===== config.mk =====
export PLATFORM = sky130hd
export DESIGN_NAME = mmt_front_flat
export DESIGN_NICKNAME = d
export VERILOG_FILES = /design/src/hw/rtl/assert_macros.svh /design/src/hw/rtl/mmt_pkg.sv /design/src/hw/rtl/mmt_if.sv /design/src/hw/rtl/mmt_front.sv /design/src/flat_wrapper.sv
export SDC_FILE = /design/constraint.sdc
export NUM_CORES = 1
export LEC_CHECK = 0
export ABC_CLOCK_PERIOD_IN_PS = 19600
export BUFFER_PORTS_ARGS = -buffer_cell sky130_fd_sc_hd__buf_2
export CORE_ASPECT_RATIO = 0.6
export CORE_UTILIZATION = 35
export CTS_BUF_LIST = sky130_fd_sc_hd__clkbuf_8
export CTS_CLUSTER_SIZE = 24
export DETAILED_ROUTE_END_ITERATION = 12
export SLEW_MARGIN = 20
export SYNTH_ARGS = -nofsm -noshare
export SYNTH_HDL_FRONTEND = slang
export SYNTH_SLANG_ARGS = --single-unit

===== constraint.sdc =====
create_clock -name i_clk -period 19.6 [get_ports i_clk]
set_clock_uncertainty 0.05 [all_clocks]
set_input_delay 1.96 -clock i_clk [delete_from_list [all_inputs] [get_ports i_clk]]
set_output_delay 1.96 -clock i_clk [all_outputs]
set_load 0.05 [all_outputs]

===== src/hw/rtl/assert_macros.svh =====
// Assertion macros for the top RTL file of the tile accumulator.
// Define NO_ASSERTIONS to compile every check away.
`ifndef ASSERT_MACROS_SVH
`define ASSERT_MACROS_SVH

`ifndef NO_ASSERTIONS

// Check that a property holds at every rising edge outside reset.
`define ASSERT_PROP(lbl, clk, rst_n, prop, msg) \
    lbl: assert property (@(posedge clk) disable iff (!rst_n) (prop)) else $error(msg);

// Check that the consequent holds in the same cycle as the antecedent.
`define ASSERT_IMPL(lbl, clk, rst_n, ante, cons, msg) \
    lbl: assert property (@(posedge clk) disable iff (!rst_n) (ante) |-> (cons)) else $error(msg);

// Check that the consequent holds in the cycle after the antecedent.
`define ASSERT_NEXT(lbl, clk, rst_n, ante, cons, msg) \
    lbl: assert property (@(posedge clk) disable iff (!rst_n) (ante) |=> (cons)) else $error(msg);

`else

`define ASSERT_PROP(lbl, clk, rst_n, prop, msg)
`define ASSERT_IMPL(lbl, clk, rst_n, ante, cons, msg)
`define ASSERT_NEXT(lbl, clk, rst_n, ante, cons, msg)

`endif

`endif


===== src/hw/rtl/mmt_pkg.sv =====
package mmt_pkg;

    // Tile geometry and data widths.
    localparam int TILE_DIM = 4;
    localparam int NUM_ACC  = TILE_DIM * TILE_DIM;
    localparam int DATA_W   = 32;
    localparam int COORD_W  = 2;
    localparam int IDX_W    = 2 * COORD_W;

    // Default depth of the request queue between front and back.
    localparam int Q_DEPTH = 4;

    // One k step as it travels from the queue to the multiply lanes.
    typedef struct packed {
        logic [TILE_DIM-1:0][DATA_W-1:0] a;
        logic [TILE_DIM-1:0][DATA_W-1:0] b;
        logic                            first_step;
        logic                            last_step;
    } t_step;

    // Finished tile handed from the accumulators to the output stage.
    typedef struct packed {
        logic                           load;
        logic [NUM_ACC-1:0][DATA_W-1:0] sums;
    } t_snap;

endpackage


===== src/hw/rtl/mmt_if.sv =====
// Channel carrying one k step request.
interface mmt_step_if;
    logic                        valid;
    logic                        ready;
    logic [mmt_pkg::DATA_W-1:0]  a_row0;
    logic [mmt_pkg::DATA_W-1:0]  a_row1;
    logic [mmt_pkg::DATA_W-1:0]  a_row2;
    logic [mmt_pkg::DATA_W-1:0]  a_row3;
    logic [mmt_pkg::DATA_W-1:0]  b_col0;
    logic [mmt_pkg::DATA_W-1:0]  b_col1;
    logic [mmt_pkg::DATA_W-1:0]  b_col2;
    logic [mmt_pkg::DATA_W-1:0]  b_col3;
    logic                        first_step;
    logic                        last_step;

    modport source (
        output valid, a_row0, a_row1, a_row2, a_row3,
        output b_col0, b_col1, b_col2, b_col3, first_step, last_step,
        input  ready
    );
    modport sink (
        input  valid, a_row0, a_row1, a_row2, a_row3,
        input  b_col0, b_col1, b_col2, b_col3, first_step, last_step,
        output ready
    );
endinterface



===== src/hw/rtl/mmt_front.sv =====
module mmt_front #(
    parameter int QUEUE_DEPTH = mmt_pkg::Q_DEPTH
) (
    input  logic           i_clk,
    input  logic           i_rst_n,
    mmt_step_if.sink       i_step,
    output mmt_pkg::t_step o_item,
    output logic           o_item_valid,
    input  logic           i_item_pop
);
    import mmt_pkg::*;

    localparam int PTR_W = $clog2(QUEUE_DEPTH);
    localparam int CNT_W = $clog2(QUEUE_DEPTH + 1);

    t_step            r_queue [QUEUE_DEPTH];
    logic [PTR_W-1:0] r_wr_ptr;
    logic [PTR_W-1:0] n_wr_ptr;
    logic [PTR_W-1:0] r_rd_ptr;
    logic [PTR_W-1:0] n_rd_ptr;
    logic [CNT_W-1:0] r_count;
    logic [CNT_W-1:0] n_count;
    logic             w_push;
    logic             w_pop;
    t_step            w_item;

    // Gather the request fields into one queue entry.
    always_comb begin
        w_item.a[0]       = i_step.a_row0;
        w_item.a[1]       = i_step.a_row1;
        w_item.a[2]       = i_step.a_row2;
        w_item.a[3]       = i_step.a_row3;
        w_item.b[0]       = i_step.b_col0;
        w_item.b[1]       = i_step.b_col1;
        w_item.b[2]       = i_step.b_col2;
        w_item.b[3]       = i_step.b_col3;
        w_item.first_step = i_step.first_step;
        w_item.last_step  = i_step.last_step;
    end

    // The queue takes a request whenever it has a free slot.
    assign i_step.ready = (r_count != CNT_W'(QUEUE_DEPTH));
    assign w_push       = i_step.valid && i_step.ready;
    assign w_pop        = i_item_pop && o_item_valid;
    assign o_item_valid = (r_count != '0);
    assign o_item       = r_queue[r_rd_ptr];

    // Pointer and fill count update.
    always_comb begin
        n_wr_ptr = r_wr_ptr;
        n_rd_ptr = r_rd_ptr;
        n_count  = r_count;
        if (w_push) begin
            n_wr_ptr = (r_wr_ptr == PTR_W'(QUEUE_DEPTH - 1)) ? '0 : r_wr_ptr + 1'b1;
        end
        if (w_pop) begin
            n_rd_ptr = (r_rd_ptr == PTR_W'(QUEUE_DEPTH - 1)) ? '0 : r_rd_ptr + 1'b1;
        end
        if (w_push && !w_pop) begin
            n_count = r_count + 1'b1;
        end else if (w_pop && !w_push) begin
            n_count = r_count - 1'b1;
        end
    end

    always_ff @(posedge i_clk) begin
        if (!i_rst_n) begin
            r_wr_ptr <= '0;
            r_rd_ptr <= '0;
            r_count  <= '0;
        end else begin
            r_wr_ptr <= n_wr_ptr;
            r_rd_ptr <= n_rd_ptr;
            r_count  <= n_count;
        end
    end

    // Queue storage.
    always_ff @(posedge i_clk) begin
        if (w_push) begin
            r_queue[r_wr_ptr] <= w_item;
        end
    end

endmodule


===== src/flat_wrapper.sv =====
// flat-port wrapper written by rule: the top's interface ports become plain ports
module mmt_front_flat import mmt_pkg::*;
#(
    parameter int QUEUE_DEPTH = mmt_pkg::Q_DEPTH
)
  (i_clk, i_rst_n, o_item, o_item_valid, i_item_pop, i_step_valid, i_step_a_row0, i_step_a_row1, i_step_a_row2, i_step_a_row3, i_step_b_col0, i_step_b_col1, i_step_b_col2, i_step_b_col3, i_step_first_step, i_step_last_step, i_step_ready);
  mmt_step_if i_step_i ();
  input  logic i_clk;
  input  logic i_rst_n;
  output mmt_pkg::t_step o_item;
  output logic o_item_valid;
  input  logic i_item_pop;
  input wire logic [$bits(i_step_i.valid)-1:0] i_step_valid;
  input wire logic [$bits(i_step_i.a_row0)-1:0] i_step_a_row0;
  input wire logic [$bits(i_step_i.a_row1)-1:0] i_step_a_row1;
  input wire logic [$bits(i_step_i.a_row2)-1:0] i_step_a_row2;
  input wire logic [$bits(i_step_i.a_row3)-1:0] i_step_a_row3;
  input wire logic [$bits(i_step_i.b_col0)-1:0] i_step_b_col0;
  input wire logic [$bits(i_step_i.b_col1)-1:0] i_step_b_col1;
  input wire logic [$bits(i_step_i.b_col2)-1:0] i_step_b_col2;
  input wire logic [$bits(i_step_i.b_col3)-1:0] i_step_b_col3;
  input wire logic [$bits(i_step_i.first_step)-1:0] i_step_first_step;
  input wire logic [$bits(i_step_i.last_step)-1:0] i_step_last_step;
  output wire logic [$bits(i_step_i.ready)-1:0] i_step_ready;
  assign i_step_i.valid = i_step_valid;
  assign i_step_i.a_row0 = i_step_a_row0;
  assign i_step_i.a_row1 = i_step_a_row1;
  assign i_step_i.a_row2 = i_step_a_row2;
  assign i_step_i.a_row3 = i_step_a_row3;
  assign i_step_i.b_col0 = i_step_b_col0;
  assign i_step_i.b_col1 = i_step_b_col1;
  assign i_step_i.b_col2 = i_step_b_col2;
  assign i_step_i.b_col3 = i_step_b_col3;
  assign i_step_i.first_step = i_step_first_step;
  assign i_step_i.last_step = i_step_last_step;
  assign i_step_ready = i_step_i.ready;
  mmt_front #(.QUEUE_DEPTH(QUEUE_DEPTH)) u_core (.i_clk(i_clk), .i_rst_n(i_rst_n), .i_step(i_step_i), .o_item(o_item), .o_item_valid(o_item_valid), .i_item_pop(i_item_pop));
endmodule

-- After elaboration in Yosys (flattened, before gate mapping)
Memory sizes are Yosys's and may differ from the RTL's. A register that Yosys moved wholly into a read port is not among the register bits.
Cells that the tools add are included.
- equal/unequal tests: 3
- mux-type cells: 8
- reduce and logical (&&, ||, !) cells: 8
- add/sub/neg operators: 4
- operators with widths (cell ; number):
    $mux 2 ; 4
    $mux 3 ; 2
    $add 2x1->2 const B ; 2
    $eq 2x2->1 const B ; 2
    $logic_and 1x1->1 ; 4
    $add 3x1->3 const B ; 1
    $ne 3x3->1 const B ; 1
    $reduce_bool 3->1 ; 1
    $sub 3x1->3 const B ; 1
    $logic_not 1->1 ; 2
    $mux 1 ; 2
    $reduce_bool 2->1 ; 1
- register bits after elaboration: 7
- memories: 1
- memory bits (writable): 1032
- bits of input ports: 262
- word-level logic and storage cells: 27
- output and inout port bits: 260
- memory list (memory ; depth ; bits a word ; rd ports ; clocked after Yosys merged registers in ; write ports ; RTL line ; text):
    u_core.r_queue ; 4 ; 258 ; 1 ; 1 ; 1 ; mmt_front.sv:16 ; t_step r_queue [QUEUE_DEPTH];

-- Longest topological paths before layout
Gate-level depths: netlist (run 1).
- depth in word-level cells: 6
- mapped depth: 9
- depth with buffers taken out: 8

-- Worst setup path before layout (run 1)
OpenSTA, ideal clock, no wires.
- kind: input to register
- start: input i_step_valid
- end: memory u_core.r_queue[0][0] (netlist name) (enable)
- buffers on the path: 0
- arrival time: 7860 ps
- stages: 1
- slack: 11036 ps
- setup time: 654 ps
- path through: and3_1
- word-level cells in the longest chain between the ends: 3
- RTL lines (what ; RTL line ; text):
    from (decl) ; flat_wrapper.sv:13 ; input wire logic [$bits(i_step_i.valid)-1:0] i_step_valid;
    $logic_and 1x1->1 ; mmt_front.sv:43 ; assign w_push = i_step.valid && i_step.ready;
    $mux 1 ; mmt_front.sv:80 ; if (w_push) begin
    $mux 1 (not written as such) ; mmt_front.sv:81 ; r_queue[r_wr_ptr] <= w_item;
    to (decl) ; mmt_front.sv:16 ;
Every way passes these cells.

==> flow_metrics.py, run 1 <==
metrics = {
    "outcome": {
        "outcome": "completed",
    },
    "routing": {
        "drtIter0Drc": 1134,
        "drt_pass1_iterations": 4,
        "vias": 17200,
        "wl_mm": 80.2,
        "drc_errors": 0,
        "wl_per_cell_um": 22.3,
        "ant_nets": 0,
        "via_per_inst": 4.79,
    },
    "critical_path": {
        "cp_data_required_time_ns": 17.59,
        "critPathTopFamily": "buffers and inverters",
        "max_stage_delay_ns": 0.98,
        "cp-end-kind": "output port",
        "cp_num_buf_inv": 4,
        "cpMaxStageDelayCell": "dfxtp_4",
        "cp.arrival_ns": 5.20,
        "cp-start-kind": "register",
        "cp_max_fo": 49,
        "critPathKind": "register to output port",
        "path_cells": "buf_4 -> buf_4 -> buf_4 -> mux4_1 -> buf_2",
        "path_common_cell": "buf_4",
    },
    "power": {
        "p_sw_w": 0.00220,
        "swShare_pct": 35.6,
        "p_int_w": 0.00399,
        "max-vdd-ir-drop_mv": 0.0985,
        "leakagePower_nw": 15.2,
        "power_frac_comb_pct": 29.6,
        "p_seq_share_pct": 44.8,
        "power_density_mw_per_mm2": 137,
        "power.share.clock_pct": 25.6,
    },
    "global_routing": {
        "met1_usage_pct": 18.5,
        "grt_usage_pct": 14.4,
        "grt_overflow": 0,
        "top_usage_layer": "met2",
        "grt_max_degree": 130,
        "grt_pass1_vias": 18300,
        "antenna_found_initial": 26,
        "grtUsageMet3_pct": 5.61,
        "grt_pass1_wl_mm": 118,
        "gr-usage-met2_pct": 22.5,
    },
    "floorplan": {
        "io_pins": 522,
        "row_count": 93,
        "fp.dieArea_mm2": 0.110,
        "start_util_pct": 35.5,
        "die_y_um": 258,
        "dieWidth_um": 428,
        "fp.coreArea_mm2": 0.108,
    },
    "job": {
        "maxCapViolations": 0,
    },
    "sta": {
        "fin_crit_sh_pct": 36.8,
        "slew_headroom_pct": 25.6,
        "fmax_mhz": 139,
        "hold_viol_final": 0,
        "rsz0062_at_grt": "no",
        "tightest_slew_ns": 1.12,
        "final_max_slew_viol_count": 0,
        "setup_violations": 0,
        "fin_tns_setup_ns": 0,
        "period_minus_slack_ns": 7.21,
    },
    "cts": {
        "insertion_delay_ns": 0.84,
        "post-cts-setup-buffers": 0,
        "cts_buffers": 154,
        "max-clock-path-buffers": 3,
        "cts_tree": "done",
        "root_buffer": "clkbuf_8",
        "clock_sinks": 1041,
        "post_cts_resized": 0,
        "clk_pin_slew_ns": 0.06,
        "htreeDepth": 4,
        "ctsHoldBuffers": 0,
    },
    "synthesis": {
        "synth.distinct_cells": 27,
        "yosysSeqAreaShare_pct": 81.7,
        "syn_nets": 1668,
        "synth_seq_cells": 1041,
        "ys_warn_count": 0,
        "syn-cell-area_mm2": 0.0382,
        "netlist_instances": 1399,
        "avgSynthCellArea_um2": 27.3,
    },
    "place": {
        "gp_congestion": 0.741,
        "port-buffer-count": 521,
        "place_hpwl_mm": 48.2,
    },
    "worst_hold_path": {
        "hold_class": "register to register",
    },
    "cells_and_area": {
        "layout_common_cells": "1032 x edfxtp_1, 521 x buf_2, 157 x clkbuf_8, 145 x mux4_2, 113 x mux4_1",
        "drive_gt1_share_pct": 40.7,
        "final_common_cell": "edfxtp_1",
        "final_util_pct": 41.9,
        "nets": 2308,
        "syn_to_final_growth_pct": 18.2,
    },
}
[layer usage]
layer	share of wire [%]	up-vias
li1	-	7535
met1	42	9010
met2	48	511
met3	7.6	164
met4	2.1	18
met5	0.15	-
[state kept, by name, indices dropped and copies added, names as in the netlist, named ones only]
register	cells
u_core.r_wr_ptr	2
u_core.r_count	3
u_core.r_queue	1032
u_core.r_rd_ptr	2
[final timing paths]
| kind | from | endpoint | slack, ns | cells after the start |
|---|---|---|---|---|
| max | register | o_item[228] | 12.39 | 5 |
| min | u_core.r_wr_ptr[1]$_SDFFE_PN0P_ | u_core.r_wr_ptr[1]$_SDFFE_PN0P_ | 0.47 | 2 |
| max reg2reg | u_core.r_count[0]$_SDFFE_PN0P_ | u_core.r_queue[1][38]$_DFFE_PP_ | 15.75 | 4 |
| min reg2reg | u_core.r_wr_ptr[1]$_SDFFE_PN0P_ | u_core.r_wr_ptr[1]$_SDFFE_PN0P_ | 0.47 | 2 |
[stage by stage]
stage          power [W]  cell area, µm²  cells  hold slack (ns)  setup WS, ns
2_1_floorplan    0.00428           38200   1399            0.418         11.04
3_3_place_gp     0.00466           42300   3308            0.426         13.08
3_5_place_dp     0.00468           42300   3308            0.465         13.05
4_1_cts          0.00629           45000   3584            0.473         12.05
5_1_grt          0.00644           45100   3589            0.498         11.89
6_report         0.00619           45100   3600            0.467         12.39
[worst register-to-register path, delay by kind of cell (launching register included)]
kind	cells	cell delay (ns)
DFF	1	0.44
and+or+nand+nor	2	1.12
buffers and inverters	2	1.79
[cell usage after synthesis]
cell type	n	area share [%]
edfxtp_1	1032	81
mux4_2	145	8.6
mux4_1	113	7.8
buf_2	27	0.35
buf_6	23	0.68
dfxtp_1	9	0.47
clkbuf_1	7	0.069
ha_1	6	0.20
nand2_1	5	0.049
and3_1	4	0.066
o21ai_0	4	0.052
buf_8	3	0.12
inv_1	3	0.030
mux2i_1	2	0.052
nand3_1	2	0.026
nor2_1	2	0.020
or3_1	2	0.033
a21boi_0	1	0.020
and2_1	1	0.016
and2_4	1	0.023
fa_1	1	0.052
nand4_1	1	0.016
nor2b_1	1	0.016
o31ai_1	1	0.020
or3b_1	1	0.023
xnor2_1	1	0.023
xor2_1	1	0.023
[power by group through the flow]
stage	sequential (W)	clock [W]	combinational (W)
floorplan	0.00284	0	0.00144
global placement	0.00281	0	0.00185
detailed placement	0.00282	0	0.00186
CTS	0.00278	0.00165	0.00186
global route	0.00279	0.00174	0.00191
finish	0.00277	0.00158	0.00183
[cell families (layout without fill, tap and decap cells)]
logic type / count (synthesis) / count (layout) / synth area share (%)
flip-flops: 1041 / 1041 / 81.7
multiplexers: 260 / 260 / 16.4
buffers and inverters: 63 / 823 / 1.25
AND/OR/NAND/NOR: 20 / 20 / 0.289
adder cells (fa/ha/maj): 7 / 7 / 0.249
AO/OA/AOI/OAI: 6 / 6 / 0.0918
XOR/XNOR: 2 / 2 / 0.0459
other: 0 / 16 / 0
[cell type report]
class / count / area, µm²
fillers: 9328 / 62500
flip-flops and latches: 1041 / 31200
multi-input cells: 295 / 6530
repair buffers: 544 / 2790
clock buffers: 157 / 2160
well taps: 1425 / 1780
clock inverters: 119 / 589
diodes: 16 / 40.0
inverters: 3 / 11.3
Note: power is estimated with default switching activity, not from simulation.
==> run 2: changes to the inputs <==
--- a/config.mk
+++ b/config.mk
@@ -5,7 +5,7 @@
 export SDC_FILE = /design/constraint.sdc
 export NUM_CORES = 1
 export LEC_CHECK = 0
-export ABC_CLOCK_PERIOD_IN_PS = 19600
+export ABC_CLOCK_PERIOD_IN_PS = 7200
 export BUFFER_PORTS_ARGS = -buffer_cell sky130_fd_sc_hd__buf_2
 export CORE_ASPECT_RATIO = 0.6
 export CORE_UTILIZATION = 35
==> constraint.sdc (replaced) <==
create_clock -name i_clk -period 7.2 [get_ports i_clk]
set_clock_uncertainty 0.05 [all_clocks]
set_input_delay 0.72 -clock i_clk [delete_from_list [all_inputs] [get_ports i_clk]]
set_output_delay 0.72 -clock i_clk [all_outputs]
set_load 0.05 [all_outputs]
==> run 2 against run 1 <==
Cell count rose by 6.7%. Global-route usage rose by 0.57 points. Clock-buffer cell count rose by 4. Via count rose by 5.8%. Non-clock buffer count rose by 250. Largest cell class unchanged.
==> flow_metrics.py, run 2 (synthesized netlist as in run 1, its figures left out) <==
metrics = {
    "power": {
        "power_density_mw_per_mm2": 359,
        "leakagePower_nw": 16.3,
        "max-vdd-ir-drop_mv": 0.246,
    },
    "sta": {
        "fin_tns_setup_ns": 0,
        "setup_violations": 0,
        "slew_headroom_pct": 34.6,
        "rsz0062_at_grt": "no",
        "final_max_slew_viol_count": 0,
        "fin_crit_sh_pct": 61.6,
        "fmax_mhz": 225,
        "hold_viol_final": 0,
        "period_minus_slack_ns": 4.44,
        "tightest_slew_ns": 0.981,
    },
    "cts": {
        "insertion_delay_ns": 0.84,
        "cts_buffers": 156,
        "htreeDepth": 4,
        "clk_pin_slew_ns": 0.07,
        "post-cts-setup-buffers": 0,
        "clock_sinks": 1041,
        "cts_tree": "done",
        "max-clock-path-buffers": 3,
        "root_buffer": "clkbuf_8",
    },
    "routing": {
        "wl_mm": 82.6,
        "drt_pass1_iterations": 5,
        "drc_errors": 0,
        "vias": 18200,
        "via_per_inst": 4.75,
        "ant_nets": 0,
        "drtIter0Drc": 1008,
        "wl_per_cell_um": 21.5,
    },
    "critical_path": {
        "cp.arrival_ns": 3.67,
        "r2r_cells": 3,
        "max_stage_delay_ns": 0.85,
        "path_cells": "buf_12 -> buf_16 -> mux4_1 -> buf_2",
        "cpMaxStageDelayCell": "dfxtp_4",
        "cp_data_required_time_ns": 6.43,
        "critPathKind": "register to output port",
        "critPathTopFamily": "buffers and inverters",
        "cp-start-kind": "register",
        "r2r-start": "u_core.r_count[0]$_SDFFE_PN0P_",
        "cp_num_buf_inv": 3,
        "cp_max_fo": 84,
        "cp-end-kind": "output port",
        "path_depth": 4,
    },
    "place": {
        "dpl_cell_area_mm2": 0.0424,
        "port-buffer-count": 521,
        "place_hpwl_mm": 47.1,
        "gp_congestion": 0.722,
    },
    "global_routing": {
        "grt_usage_pct": 15.0,
        "met1_usage_pct": 19.4,
        "top_usage_layer": "met2",
        "antenna_found_initial": 10,
        "grt_max_degree": 117,
        "grt_pass1_wl_mm": 124,
        "grtUsageMet3_pct": 4.76,
        "grt_overflow": 0,
        "gr-usage-met2_pct": 24.3,
        "grt_pass1_vias": 19900,
    },
    "floorplan": {
        "row_count": 93,
        "start_util_pct": 35.5,
        "fp.dieArea_mm2": 0.110,
        "io_pins": 522,
        "die_y_um": 258,
        "fp.coreArea_mm2": 0.108,
        "dieWidth_um": 428,
    },
    "cells_and_area": {
        "final_common_cell": "edfxtp_1",
        "layout_common_cells": "1032 x edfxtp_1, 521 x buf_2, 258 x dlygate4sd3_1, 161 x clkbuf_8, 145 x mux4_2",
        "fin_area_mm2": 0.0479,
        "drive_gt1_share_pct": 36.4,
        "largest_reg_flops": 1032,
        "fill_cells": 9112,
        "top_register": "u_core.r_queue",
        "largestRegisters": "u_core.r_queue: 1032 flops, u_core.r_count: 3 flops",
        "nets": 2560,
        "syn_to_final_growth_pct": 25.4,
        "final_util_pct": 44.5,
    },
    "worst_hold_path": {
        "hold_class": "input pin to register",
        "whs_path_depth": 3,
        "min-delay-start": "i_step_valid",
    },
    "outcome": {
        "outcome": "completed",
    },
    "job": {
        "maxCapViolations": 0,
    },
}
run 2: changes by cell type in the layout (fill, tap and decap cells not counted), sizes merged:
cell	previous run	this run
dlygate4sd3	0	258
buf	544	536
diode	16	8
clkinv	51	46
clkbuf	157	161
bufinv	2	5
clkinvlp	5	4
inv	64	63
run 2: path summary, 6_finish.rpt:
kind         slack (ns)                         endpoint
min                0.16  u_core.r_wr_ptr[0]$_SDFFE_PN0P_
max reg2reg        4.32  u_core.r_queue[2][67]$_DFFE_PP_
max                2.76                        o_item[0]
min reg2reg        0.46                         register
run 2: worst reg2reg max path: stages, from the launching register on:
cell     delay [ns]
dfxtp_1        0.43
or3b_1         0.32
and3_4         0.81
buf_12         0.52
run 2: cell type report:
class	instances	area [µm²]	share of cell area, %
inverters	3	11.3	0.0235
multi-input cells	295	6530	13.7
flip-flops and latches	1041	31200	65.1
well taps	1425	1780	3.73
clock inverters	115	656	1.37
clock buffers	161	2220	4.63
diodes	8	20.0	0.0418
repair buffers	794	5460	11.4
run 2: per-layer routing:
metal  share of wire, %  up-vias
met5              0.050        -
met4                1.4        6
met3                6.4       95
met2                 49      541
met1                 43     9556
li1                   -     8035
run 2: through the flow:
stage	power (W)	hold slack (ns)	instances	setup WS, ns
final	0.0172	0.163	3842	2.76
after global routing	0.0179	0.0856	3841	2.44
after CTS	0.0175	0.0197	3833	2.62
after detailed placement	0.0128	0.461	3299	3.60
after global placement	0.0127	0.429	3299	3.62
after floorplan	0.0116	0.418	1399	2.35
run 2: repair_timing:
action | 4_1_cts | 5_1_grt
resized for setup | 0 | 0
hold buffers | 258 | 0
hold endpoints to repair | 1032 | 0
run 2: power by group:
group          switching, W  internal (W)  leakage [nW]
clock network       0.00224       0.00226          1.66
registers          0.000177       0.00734          9.53
logic               0.00365       0.00151          5.12
total               0.00607        0.0111          16.3
==> run 3: changes to the inputs <==
--- a/config.mk
+++ b/config.mk
@@ -5,7 +5,7 @@
 export SDC_FILE = /design/constraint.sdc
 export NUM_CORES = 1
 export LEC_CHECK = 0
-export ABC_CLOCK_PERIOD_IN_PS = 7200
+export ABC_CLOCK_PERIOD_IN_PS = 4200
 export BUFFER_PORTS_ARGS = -buffer_cell sky130_fd_sc_hd__buf_2
 export CORE_ASPECT_RATIO = 0.6
 export CORE_UTILIZATION = 35
==> constraint.sdc (replaced) <==
create_clock -name i_clk -period 4.2 [get_ports i_clk]
set_clock_uncertainty 0.05 [all_clocks]
set_input_delay 0.42 -clock i_clk [delete_from_list [all_inputs] [get_ports i_clk]]
set_output_delay 0.42 -clock i_clk [all_outputs]
set_load 0.05 [all_outputs]
==> run 3 against run 2 <==
Routed wire length grew 2.1%. Sequential cell count is the same. Sequential share of layout area shrank 0.33 points. First-iteration DRC count grew 5.5%. Combinational power grew 74%. Utilization grew 0.23 points. Die area is the same. Clock-buffer cell count shrank 2. Cell count grew 0.75%. Worst setup slack lost 1.9 ns. Via count grew 0.73%. Largest cell class unchanged.
==> flow_metrics.py, run 3 (synthesized netlist as in run 1, its figures left out) <==
metrics = {
    "cts": {
        "insertion_delay_ns": 0.85,
        "htreeDepth": 4,
        "root_buffer": "clkbuf_8",
        "clk_pin_slew_ns": 0.06,
        "post_cts_resized": 0,
        "clock_sinks": 1041,
        "max-clock-path-buffers": 3,
        "cts_tree": "done",
        "cts_buffers": 155,
    },
    "routing": {
        "vias": 18400,
        "drtIter0Drc": 1063,
        "drc_errors": 0,
        "wl_per_cell_um": 21.8,
        "drt_pass1_iterations": 4,
        "wl_mm": 84.3,
        "ant_nets": 0,
        "via_per_inst": 4.74,
    },
    "global_routing": {
        "grt_usage_pct": 15.4,
        "antenna_found_initial": 10,
        "grt_pass1_wl_mm": 127,
        "grt_overflow": 0,
        "grt_max_degree": 82,
        "grt_pass1_vias": 20200,
    },
    "sta": {
        "final_max_slew_viol_count": 0,
        "tightest_slew_ns": 0.913,
        "setup_violations": 0,
        "slew_headroom_pct": 39.1,
        "period_minus_slack_ns": 3.34,
        "hold_viol_final": 0,
        "fmax_mhz": 299,
        "fin_crit_sh_pct": 79.6,
        "layout_setup_ws_ns": 0.859,
        "rsz0062_at_grt": "no",
    },
    "cells_and_area": {
        "final_common_cell": "edfxtp_1",
        "layout_common_cells": "1032 x edfxtp_1, 521 x buf_2, 263 x dlygate4sd3_1, 159 x clkbuf_8, 145 x mux4_2",
        "fin_area_mm2": 0.0481,
        "fin_cells": 3871,
        "final_util_pct": 44.7,
        "drive_gt1_share_pct": 37.0,
        "top_register": "u_core.r_queue",
        "syn_to_final_growth_pct": 26.1,
        "largestRegisters": "u_core.r_queue: 1032 flops, u_core.r_count: 3 flops",
        "nets": 2590,
        "largest_reg_flops": 1032,
    },
    "place": {
        "dpl_cell_area_mm2": 0.0427,
        "port-buffer-count": 521,
        "dp_slack_ns": 1.63,
        "gp_congestion": 0.744,
        "place_hpwl_mm": 50.2,
        "dp_cells": 3326,
    },
    "floorplan": {
        "die_y_um": 258,
        "start_util_pct": 35.5,
        "fp.dieArea_mm2": 0.110,
        "row_count": 93,
        "fp.coreArea_mm2": 0.108,
        "dieWidth_um": 428,
        "io_pins": 522,
    },
    "critical_path": {
        "critPathTopFamily": "multiplexers",
        "cpMaxStageDelayCell": "mux4_1",
        "path_cells": "buf_12 -> mux4_1 -> buf_2",
        "cp-end-kind": "output port",
        "critPathKind": "register to output port",
        "cp.arrival_ns": 2.87,
        "cp-start-kind": "register",
        "cp_data_required_time_ns": 3.73,
        "cp_num_buf_inv": 2,
        "cp_max_fo": 62,
        "max_stage_delay_ns": 0.68,
    },
    "job": {
        "maxCapViolations": 0,
    },
    "outcome": {
        "outcome": "completed",
    },
    "power": {
        "max-vdd-ir-drop_mv": 0.446,
        "power_w": 0.0294,
        "leakagePower_nw": 16.4,
        "power_density_mw_per_mm2": 611,
    },
    "worst_hold_path": {
        "hold_class": "input pin to register",
    },
}
-- run 3: path summary, 6_finish.rpt --
kind / to / slack, ns / cells after the start / start
worst max-delay path: o_item[37] / 0.86 / 3 / register
worst min-delay path: u_core.r_queue[3][9]$_DFFE_PP_ / 0.26 / 2 / i_step_b_col0[7]
worst max register to register: u_core.r_count[2]$_SDFFE_PN0P_ / 1.77 / 7 / u_core.r_count[0]$_SDFFE_PN0P_
worst min register to register: u_core.r_wr_ptr[1]$_SDFFE_PN0P_ / 0.46 / 2 / u_core.r_wr_ptr[1]$_SDFFE_PN0P_
-- run 3: area by class of cell --
type | instances | area (µm²)
Multi-Input combinational cell | 295 | 6530
Fill cell | 9095 | 59500
Clock buffer | 159 | 2190
Inverter | 3 | 11.3
Sequential cell | 1041 | 31200
Antenna cell | 8 | 20.0
Timing Repair Buffer | 825 | 5790
Tap cell | 1425 | 1780
Clock inverter | 115 | 602
-- run 3: metrics by stage --
step | setup TNS, ns | hold WS, ns
after floorplan | -672.46 | 0.418
after global placement | 0 | 0.428
after detailed placement | 0 | 0.450
after CTS | 0 | 0.127
after global routing | 0 | 0.153
final | 0 | 0.257
-- run 3: worst reg2reg max path, cell delays in order, from the launching register on --
cell      delay, ns
dfxtp_1        0.36
o31ai_1        0.54
ha_1           0.29
inv_1          0.07
fa_1           0.37
xor2_1         0.17
or3_1          0.32
a21boi_0       0.19
-- run 3: metal layers --
metal / global-route usage, % / up-vias / part of all wire (%)
li1: - / 8091 / -
met2: 25.2 / 520 / 50
met3: 4.75 / 141 / 6.2
met1: 19.6 / 9615 / 42
met4: 4.93 / 0 / 2.2
met5: 0 / - / 0
-- run 3: timing repair --
| item | in CTS | in global routing |
|---|---|---|
| setup buffers | 0 | 0 |
| hold buffers | 263 | 0 |
| endpoints found under the hold margin | 1041 | 0 |
-- run 3: power breakdown --
group	switching, W	internal [W]
sequential	0.000272	0.0126
combinational	0.00633	0.00265
clock	0.00385	0.00372
total	0.0104	0.0189
